$ cat src/rtl/external_interrupt_and_service_call_macros.svh
// ----------------------------------------------------------------------------
// external_interrupt_and_service_call_macros
// Assertion macros shared by the external interrupt / service call RTL.
// ----------------------------------------------------------------------------
`ifndef EXTERNAL_INTERRUPT_AND_SERVICE_CALL_MACROS_SVH
`define EXTERNAL_INTERRUPT_AND_SERVICE_CALL_MACROS_SVH

`ifndef NO_ASSERTIONS

// Same-cycle implication, checked out of reset.
`define EISC_ASSERT_IMP(lbl, ante, cons, msg) \
    lbl: assert property (@(posedge i_clk) disable iff (!i_rst_n) (ante) |-> (cons)) \
        else $error(msg);

// Next-cycle implication, checked out of reset.
`define EISC_ASSERT_NXT(lbl, ante, cons, msg) \
    lbl: assert property (@(posedge i_clk) disable iff (!i_rst_n) (ante) |=> (cons)) \
        else $error(msg);

`else

`define EISC_ASSERT_IMP(lbl, ante, cons, msg)
`define EISC_ASSERT_NXT(lbl, ante, cons, msg)

`endif

`endif

$ cat src/rtl/eisc_pkg.sv
// ----------------------------------------------------------------------------
// eisc_pkg
// Types and codes for the external interrupt and service call block.
// ----------------------------------------------------------------------------
`timescale 1ns / 1ps

package eisc_pkg;

    // Request actions
    localparam logic [1:0] ACT_TICK       = 2'd0;
    localparam logic [1:0] ACT_SVC_CALL   = 2'd1;
    localparam logic [1:0] ACT_LOAD_TIMER = 2'd2;

    // Interrupt kinds
    localparam logic [1:0] INT_NONE    = 2'd0;
    localparam logic [1:0] INT_TIMER   = 2'd1;
    localparam logic [1:0] INT_CLKCMP  = 2'd2;
    localparam logic [1:0] INT_SERVICE = 2'd3;

    // Program check codes
    localparam logic [1:0] PC_NONE = 2'd0;
    localparam logic [1:0] PC_SPEC = 2'd1;
    localparam logic [1:0] PC_ADDR = 2'd2;

    // Condition codes
    localparam logic [1:0] CC_OK       = 2'd0;
    localparam logic [1:0] CC_SYNC     = 2'd1;
    localparam logic [1:0] CC_BAD_CMD  = 2'd2;
    localparam logic [1:0] CC_REJECTED = 2'd3;

    localparam logic [63:0] TIMER_DECREMENT  = 64'h0000_0000_0000_1000;
    localparam logic [31:0] PAGE_OFFSET_MASK = 32'h0000_0FFF;
    localparam logic [15:0] REQUIRED_LENGTH  = 16'd4096;
    localparam logic [31:0] CMD_READ_INFO    = 32'h0002_0001;
    localparam logic [31:0] MEM_SIZE_RESET   = 32'd67108864;

    // Subclass mask bit positions
    localparam int SUB_TIMER   = 0;
    localparam int SUB_CLKCMP  = 1;
    localparam int SUB_SERVICE = 2;

    typedef struct packed {
        logic [1:0]         action;
        logic [31:0]        svc_command;
        logic [31:0]        block_address;
        logic [15:0]        block_length;
        logic               sync_flag;
        logic [63:0]        tod_clock;
        logic [63:0]        clock_comparator;
        logic               ext_enabled;
        logic [2:0]         subclass_mask;
        logic signed [63:0] timer_load;
    } t_in_item;

    typedef struct packed {
        logic [1:0]  cond_code;
        logic [1:0]  prog_check;
        logic [1:0]  int_kind;
        logic [31:0] ext_param;
    } t_out_item;

endpackage

$ cat src/rtl/eisc_exec.sv
// ----------------------------------------------------------------------------
// eisc_exec
// Architectural state and single-pass evaluation of one request.
// ----------------------------------------------------------------------------
`timescale 1ns / 1ps

`include "external_interrupt_and_service_call_macros.svh"

module eisc_exec (
    input  logic                i_clk,
    input  logic                i_rst_n,
    input  logic                i_fire,
    input  eisc_pkg::t_in_item  i_item,
    input  logic [31:0]         i_mem_size,
    output eisc_pkg::t_out_item o_result
);
    import eisc_pkg::*;

    logic [63:0] r_cpu_timer;
    logic        r_pending;
    logic [31:0] r_param;

    logic [63:0] n_cpu_timer;
    logic        n_pending;
    logic [31:0] n_param;

    logic [63:0] timer_dec;
    t_out_item   res;

    assign timer_dec = r_cpu_timer - TIMER_DECREMENT;

    always_comb begin
        res         = '0;
        n_cpu_timer = r_cpu_timer;
        n_pending   = r_pending;
        n_param     = r_param;
        case (i_item.action)
            ACT_TICK: begin
                n_cpu_timer = timer_dec;
                if (i_item.ext_enabled && timer_dec[63] && i_item.subclass_mask[SUB_TIMER]) begin
                    res.int_kind = INT_TIMER;
                end else if (i_item.ext_enabled
                             && (i_item.tod_clock > i_item.clock_comparator)
                             && i_item.subclass_mask[SUB_CLKCMP]) begin
                    res.int_kind = INT_CLKCMP;
                end else if (i_item.ext_enabled && r_pending
                             && i_item.subclass_mask[SUB_SERVICE]) begin
                    res.int_kind  = INT_SERVICE;
                    res.ext_param = r_param;
                    n_pending     = 1'b0;
                end
            end
            ACT_SVC_CALL: begin
                if ((i_item.block_address & PAGE_OFFSET_MASK) != '0) begin
                    res.cond_code  = CC_REJECTED;
                    res.prog_check = PC_SPEC;
                end else if (i_item.block_address > i_mem_size) begin
                    res.cond_code  = CC_REJECTED;
                    res.prog_check = PC_ADDR;
                end else if (i_item.block_length != REQUIRED_LENGTH) begin
                    res.cond_code  = CC_REJECTED;
                    res.prog_check = PC_SPEC;
                end else if (i_item.svc_command != CMD_READ_INFO) begin
                    res.cond_code = CC_BAD_CMD;
                end else if (i_item.sync_flag) begin
                    res.cond_code = CC_SYNC;
                end else begin
                    res.cond_code = CC_OK;
                    n_param       = i_item.block_address;
                    n_pending     = 1'b1;
                end
            end
            ACT_LOAD_TIMER: begin
                n_cpu_timer = i_item.timer_load;
            end
            default: begin
                // unused action: no state change, all-zero result
            end
        endcase
    end

    assign o_result = res;

    always_ff @(posedge i_clk) begin
        if (!i_rst_n) begin
            r_cpu_timer <= '0;
            r_pending   <= 1'b0;
            r_param     <= '0;
        end else if (i_fire) begin
            r_cpu_timer <= n_cpu_timer;
            r_pending   <= n_pending;
            r_param     <= n_param;
        end
    end

    `EISC_ASSERT_NXT(a_svc_taken_clears,
        i_fire && (res.int_kind == INT_SERVICE), !r_pending,
        "service signal still pending after it was taken")
    `EISC_ASSERT_NXT(a_call_sets_pending,
        i_fire && (i_item.action == ACT_SVC_CALL) && (res.cond_code == CC_OK), r_pending,
        "accepted service call left no signal pending")
    `EISC_ASSERT_NXT(a_hold_when_idle,
        !i_fire, $stable(r_cpu_timer) && $stable(r_pending),
        "state moved without a request")

endmodule

$ cat src/rtl/external_interrupt_and_service_call.sv
// ----------------------------------------------------------------------------
// external_interrupt_and_service_call
// External interrupt source selection and service call acceptance.
// ----------------------------------------------------------------------------
// Usage:
//   Input channel  : i_valid / o_stall / i_item. A request is taken at a rising
//                    edge with i_valid high and o_stall low.
//   Output channel : o_valid / i_stall / o_result. One result per request,
//                    delivered in request order, taken when o_valid is high and
//                    i_stall low.
//   Config         : i_cfg_we / i_cfg_wdata write the main storage size; write
//                    only while no request is in flight.
//   Path           : a taken request passes the input register, then the result
//                    register, before its result shows on o_result.
//   Throughput     : one request per cycle while i_stall is low. Timer decrement,
//                    TOD compare, address checks and interrupt priority pick all
//                    settle in the single logic stage between the two registers.
//   Reset          : synchronous, active low. Both stages empty, CPU timer,
//                    pending service signal and its parameter cleared, storage
//                    size back to 64 MiB.
//   Stall          : while i_stall holds a result, the result register keeps it
//                    and the input register keeps one more request; o_stall rises
//                    only when both are full.
// ----------------------------------------------------------------------------
`timescale 1ns / 1ps

`include "external_interrupt_and_service_call_macros.svh"

module external_interrupt_and_service_call (
    input  logic                i_clk,
    input  logic                i_rst_n,
    input  logic                i_valid,
    output logic                o_stall,
    input  eisc_pkg::t_in_item  i_item,
    output logic                o_valid,
    input  logic                i_stall,
    output eisc_pkg::t_out_item o_result,
    input  logic                i_cfg_we,
    input  logic [31:0]         i_cfg_wdata
);
    import eisc_pkg::*;

    // Input register stage
    logic      r_in_valid;
    t_in_item  r_in;

    // Result register stage
    logic      r_out_valid;
    t_out_item r_out;

    // Storage size register
    logic [31:0] r_mem_size;

    logic      advance;
    logic      fire;
    t_out_item exec_result;

    // The result register can load when it is empty or being drained.
    assign advance = !r_out_valid || !i_stall;
    // A request in the input register that cannot move on blocks the sender.
    assign o_stall = r_in_valid && !advance;
    assign fire    = r_in_valid && advance;

    eisc_exec u_exec (
        .i_clk      (i_clk),
        .i_rst_n    (i_rst_n),
        .i_fire     (fire),
        .i_item     (r_in),
        .i_mem_size (r_mem_size),
        .o_result   (exec_result)
    );

    // Control: valid flags of both stages, storage size register.
    always_ff @(posedge i_clk) begin
        if (!i_rst_n) begin
            r_in_valid  <= 1'b0;
            r_out_valid <= 1'b0;
            r_mem_size  <= MEM_SIZE_RESET;
        end else begin
            if (!o_stall) begin
                r_in_valid <= i_valid;
            end
            if (advance) begin
                r_out_valid <= r_in_valid;
            end
            if (i_cfg_we) begin
                r_mem_size <= i_cfg_wdata;
            end
        end
    end

    // Payload: capture a new request, advance the evaluated result.
    always_ff @(posedge i_clk) begin
        if (i_valid && !o_stall) begin
            r_in <= i_item;
        end
        if (fire) begin
            r_out <= exec_result;
        end
    end

    assign o_valid  = r_out_valid;
    assign o_result = r_out;

    `EISC_ASSERT_IMP(a_int_no_cc,
        o_valid && (o_result.int_kind != INT_NONE),
        (o_result.cond_code == CC_OK) && (o_result.prog_check == PC_NONE),
        "interrupt result carries a condition code")
    `EISC_ASSERT_IMP(a_param_only_svc,
        o_valid && (o_result.int_kind != INT_SERVICE), o_result.ext_param == '0,
        "external parameter set without a service signal")
    `EISC_ASSERT_IMP(a_pc_means_cc3,
        o_valid && (o_result.prog_check != PC_NONE), o_result.cond_code == CC_REJECTED,
        "program check without condition code 3")

endmodule

$ cat config.mk
export PLATFORM = sky130hd
export DESIGN_NAME = external_interrupt_and_service_call
export DESIGN_NICKNAME = d
export VERILOG_FILES = /design/src/rtl/eisc_pkg.sv /design/src/rtl/eisc_exec.sv /design/src/rtl/external_interrupt_and_service_call.sv
export VERILOG_INCLUDE_DIRS = /design/src /design/src/rtl
export SDC_FILE = /design/constraint.sdc
export NUM_CORES = 1
export LEC_CHECK = 0
export BUFFER_PORTS_ARGS = -buffer_cell sky130_fd_sc_hd__buf_4
export CORE_ASPECT_RATIO = 1.4
export CORE_UTILIZATION = 25
export DETAILED_ROUTE_END_ITERATION = 7
export GPL_TIMING_DRIVEN = 0
export PLACE_DENSITY = 0.51
export SLEW_MARGIN = 30
export SYNTH_ARGS = -nofsm -noshare
export SYNTH_HDL_FRONTEND = slang
export SYNTH_SLANG_ARGS = --single-unit
$ cat constraint.sdc
create_clock -name i_clk -period 20.1 [get_ports i_clk]
set_input_delay 5.025 -clock i_clk [delete_from_list [all_inputs] [get_ports i_clk]]
set_output_delay 5.025 -clock i_clk [all_outputs]
set_load 0.1 [all_outputs]
Word level (Yosys, flattened, before mapping):

Cells that the tools add are included.

* muxes and demuxes: 19
* reduce and logical (&&, ||, !) cells: 24
* $lt $le $gt $ge: 2
* add/sub/neg operators: 1
* equal/unequal tests: 12
* bitwise logic cells: 8

Operator list (number)
* case mux 64 bit (2 select lines): 1
* greater-than comparator 64 bit: 1
* subtractor 64 x 13 -> 64 bit, second input constant: 1
* two-way mux 34 bit: 1
* greater-than comparator 32 bit: 1
* != test 32 x 18 -> 1 bit, second input constant: 1
* nonzero test 32 bit: 1
* != test 16 x 13 -> 1 bit, second input constant: 1
* != test 2 bit, second input constant: 7
* two-way mux 1 bit: 11
* AND reduction 10 bit: 1
* logical AND 1 bit: 9
* two-way mux 4 bit: 2
* inverter 1 bit: 8
* AND reduction 7 bit: 1
* two-way mux 2 bit: 3
* logical NOT 1 bit: 4
* nonzero test 2 bit: 2
* OR reduction 2 bit: 2
* OR reduction 4 bit: 1
* == test 2 x 1 -> 1 bit, second input constant: 1
* == test 2 bit, second input constant: 1
* logical NOT 2 bit: 1
* != test 2 x 1 -> 1 bit, second input constant: 1
* 3 further kinds: 3

* logic and storage cells: 88
* register bits: 448

Depth between registers and ports, before layout:

* word-level depth: 6
* gate-level depth with buffers: 11
* mapped depth without buffers: 10

Modules after synthesis:

A second synthesis with hierarchy kept.

* cell total of the unflattened synthesis: 1455
* area, all modules: 18107.4 um^2

By module, submodules not included
* external_interrupt_and_service_call: cells each 428, area an instance 10839.1 um^2, instances 1
* eisc_exec: cells each 1027, area an instance 7268.2 um^2, instances 1

Worst setup path after synthesis:

No wires, ideal clock.

* path type: input to register
* from: input i_stall
* to: register r_in[100] in the netlist's numbering (enable)
* required time: 19175 ps
* cell stages on the path: 2
* setup slack: 1826 ps
* library setup time: 925 ps
* arrival: 17348 ps
* cells stage by stage: and3_1 > nor2b_1

* cells in the longest elaborated chain, start to end: 6

Ends and longest elaborated chain
* from (decl): RTL line external_interrupt_and_service_call.sv:36 `input logic i_stall,`
* logical NOT 1 bit: RTL line external_interrupt_and_service_call.sv:59 `assign advance = !r_out_valid || !i_stall;`
* logical OR 1 bit: RTL line external_interrupt_and_service_call.sv:59
* logical NOT 1 bit: RTL line external_interrupt_and_service_call.sv:61 `assign o_stall = r_in_valid && !advance;`
* logical AND 1 bit: RTL line external_interrupt_and_service_call.sv:61
* logical NOT 1 bit: RTL line external_interrupt_and_service_call.sv:94 `if (i_valid && !o_stall) begin`
* logical AND 1 bit: RTL line external_interrupt_and_service_call.sv:94
* to (signal assigned): RTL line external_interrupt_and_service_call.sv:95 `r_in <= i_item;`
* to (decl): RTL line external_interrupt_and_service_call.sv:45 `t_in_item r_in;`

Every way passes these cells.
A chain may end at the register's enable or synchronous reset.

Final worst setup path:

* from: input i_stall
* to: output o_stall

* cells in the longest elaborated chain, start to end: 4

Ends and longest elaborated chain
* logical NOT 1 bit: RTL line external_interrupt_and_service_call.sv:59
* logical OR 1 bit: RTL line external_interrupt_and_service_call.sv:59
* logical NOT 1 bit: RTL line external_interrupt_and_service_call.sv:61
* logical AND 1 bit: RTL line external_interrupt_and_service_call.sv:61
* to (decl): RTL line external_interrupt_and_service_call.sv:33 `output logic o_stall,`

Every way passes these cells.

==> flow_summary.yaml <==
outcome:
  status: "complete, no violations"
setup_path:
  ff2ff_setup_slack_ns: 15.87
  crit_cells: 3
  critical_path_peak_fanout: 3
  cp_common_cell: "buf_4"
  crit_arrival_ns: 5.69
  crit_slowest_cell: "buf_4"
  required_ns: 15.07
  reg2reg_depth: 9
  crit_family: "buffers and inverters"
  critPathMaxStageDelay_ns: 0.32
  cp-end-kind: "primary output"
  crit_type: "input port to primary output"
  startpoint_type: "input port"
  critical_path_buf_inv_count: 2
  crit_chain: "buf_4, and3_1, buf_4"
floorplanning:
  rows: 114
  die_w_um: 225
  start_util_pct: 25.3
  die_h_um: 315
  ios: 356
  fp.coreArea_mm2: 0.0690
  die-area_mm2: 0.0709
detailed_routing:
  routed_via_density: 4.46
  routed_wl_um: 51200
  drt-pass1-iter-count: 7
  drc_errors: 0
  post_drt_wl_per_cell_um: 18.6
  wl_met2_um: 26200
  vias: 12300
  m1WireLength_um: 19500
  route.antenna.remaining_nets: 0
  met3_length_um: 3420
  drt_iter0_drc: 699
  highest_layer: "met5"
clocking:
  clock-sinks: 424
  htreeDepth: 2
  cts_resized: 0
  cts_buffer_depth: 3
  clk_latency_ns: 0.59
  cts_tree: "built"
  hold_buffers: 0
  clk_pin_slew_ns: 0.07
  cts_buffers: 46
  postCtsSetupRepairBufs: 0
  cts_root_buffer: "clkbuf_16"
grt:
  grt_pass1_wl_um: 75500
  grt_pass1_vias: 12800
  antenna_found_initial: 10
  grt.overflow.total: 0
  grt.total_usage_pct: 14.3
  grt_start_max_net_pins: 25
timing:
  slew_violations: 0
  finalCritPeriodShare_pct: 53.3
  period_needed_ns: 10.72
  tightest_slew_ns: 0.966
  setup_viol: 0
  finalWorstSetupSlack_ns: 9.38
  finalSetupTns_ns: 0
  hold_viol_final: 0
  fin_worst_skew_ns: 0.0257
  relSlewSlack_pct: 35.6
  max_clock_freq_mhz: 93.3
  rsz0062_at_grt: "no"
placed_design:
  gp_congestion: 0.862
  dpl_worst_slack_ns: 9.38
  dp.final_hpwl_um: 38800
  dp_cells: 2659
  port_buffers: 341
final_layout:
  layout-drive-gt1-share_pct: 24.8
  nets: 2192
  instances_no_fill: 2749
  nFillCells: 6969
  syn_to_final_growth_pct: 32.5
synth:
  synth-seq-cells: 424
  async_reset_ff_share_pct: 0
  synthFlopType: "edfxtp_1"
  synth-edff-count: 305
  yosys_warnings: 0
  netlist_area_mm2: 0.0175
  netlist-cell-type-count: 63
  syn_nets: 1788
  yosysSeqAreaShare_pct: 66.1
  syn_avg_cell_area_um2: 12.7
  syn-instance-count: 1375
power_and_ir_drop:
  power.leakage_nw: 9.31
  design_power_total_mw: 2.13
  powerDensity_mw_per_mm2: 92.2
  irDropWorstVdd_mv: 0.0565
hold_path:
  hold_depth: 2
  hp-class: "register to register"
run:
  maxCapViolCount: 0
==> final timing paths <==
path | start | endpoint
max reg2reg | u_exec.r_cpu_timer[14] | o_result[20]
min reg2reg | u_exec.r_cpu_timer[59] | u_exec.r_cpu_timer[59]
min | u_exec.r_cpu_timer[59] | u_exec.r_cpu_timer[59]
max | i_stall | o_stall
==> worst reg2reg max path: cells and delay by family (launching register included) <==
family          cells  cell delay [ns]
compound gates      2             1.10
xor+xnor            1             0.25
buf+inv             1             0.26
flops               1             0.36
simple gates        5             2.10
==> cell type report <==
cell class              count  area [um^2]  share of cell area [%]
clock buffers              66         1370                    5.93
repair buffers            356         2940                    12.7
well taps                 928         1160                    5.02
inverters                 113          424                    1.83
diodes                      4         10.0                  0.0433
flip-flops and latches    424        11500                    49.9
clock inverters            20          180                   0.779
plain buffers              49          210                   0.909
multi-input cells         789         5280                    22.8
==> flip-flops by register name, indices dropped and copies added (netlist names) <==
signal / flops
r_in: 267
u_exec.r_cpu_timer: 52
o_result: 38
r_mem_size: 32
u_exec.r_param: 32
o_valid: 1
r_in_valid: 1
u_exec.r_pending: 1
==> synth_stat cells, types with 4 or more instances <==
cell type,count,share of area (%)
a211oi_1,15,0.65
edfxtp_1,305,52
a311oi_1,4,0.20
a21o_1,10,0.43
nor2b_1,9,0.32
o21ai_0,68,2.0
a22oi_1,12,0.52
nand2_1,71,1.5
a221oi_1,9,0.45
dfxtp_1,119,14
nor3_1,29,0.83
o31ai_1,4,0.17
ha_1,97,7.0
o211ai_1,8,0.34
o32ai_1,4,0.20
nand4_1,25,0.90
a21oi_1,82,2.4
nor4_1,23,0.82
nand3_1,29,0.83
and3_1,15,0.54
o22ai_1,6,0.22
clkbuf_1,40,0.86
o221ai_1,4,0.20
mux2i_1,51,2.9
a31oi_1,5,0.18
or3_1,10,0.36
nor2_1,119,2.6
inv_1,112,2.4
and2_1,36,1.3
==> metal layers <==
metal	track usage (%)	vias to the layer above
li1	-	5885
met1	15.3	5858
met2	25.8	378
met3	3.99	119
met4	6.57	12
met5	0	-
==> power by group <==
group	switching, mW	internal, mW
combinational	0.150	0.105
clock	0.359	0.513
sequential	0.0201	0.986
==> through the flow <==
step	area [um^2]	hold slack, ns	util, %
after global routing	23100	0.484	33.5
after global placement	21200	0.437	30.7
after floorplan	17500	0.426	-
after CTS	23100	0.467	33.5
after detailed placement	21600	0.452	31.2
final	23100	0.467	33.5
==> cells by family after synthesis <==
group	count (synthesis)	share of synthesized area, %
adders and majority gates	97	6.95
and+or+nand+nor	385	11.1
xor gates and xnor gates	4	0.244
muxes	51	2.93
buffers and inverters	162	3.64
AOI/OAI and AO/OA	252	9.04
DFF	424	66.1
==> placed cells by master, fill, tap and decap left out, types with 8 or more instances in the layout <==
cell       Yosys  layout
or3_1         10      10
edfxtp_1     305     305
a221oi_1       9       9
inv_1        112     111
nor2_1       119     119
a211oi_1      15      15
a22oi_1       12      12
nor2b_1        9       8
clkbuf_16      0      50
o211ai_1       8       8
a21oi_1       82      82
buf_4          0     341
buf_16         0      12
clkinv_2       0      14
nor3_1        29      29
and2_1        36      36
and3_1        15      15
nand2_1       71      71
clkbuf_1      40      50
nor4_1        23      23
nand3_1       29      29
nand4_1       25      25
ha_1          97      97
mux2i_1       51      51
o21ai_0       68      68
dfxtp_1      119     119
a21o_1        10      10
Note: power is estimated with default switching activity, not from simulation.
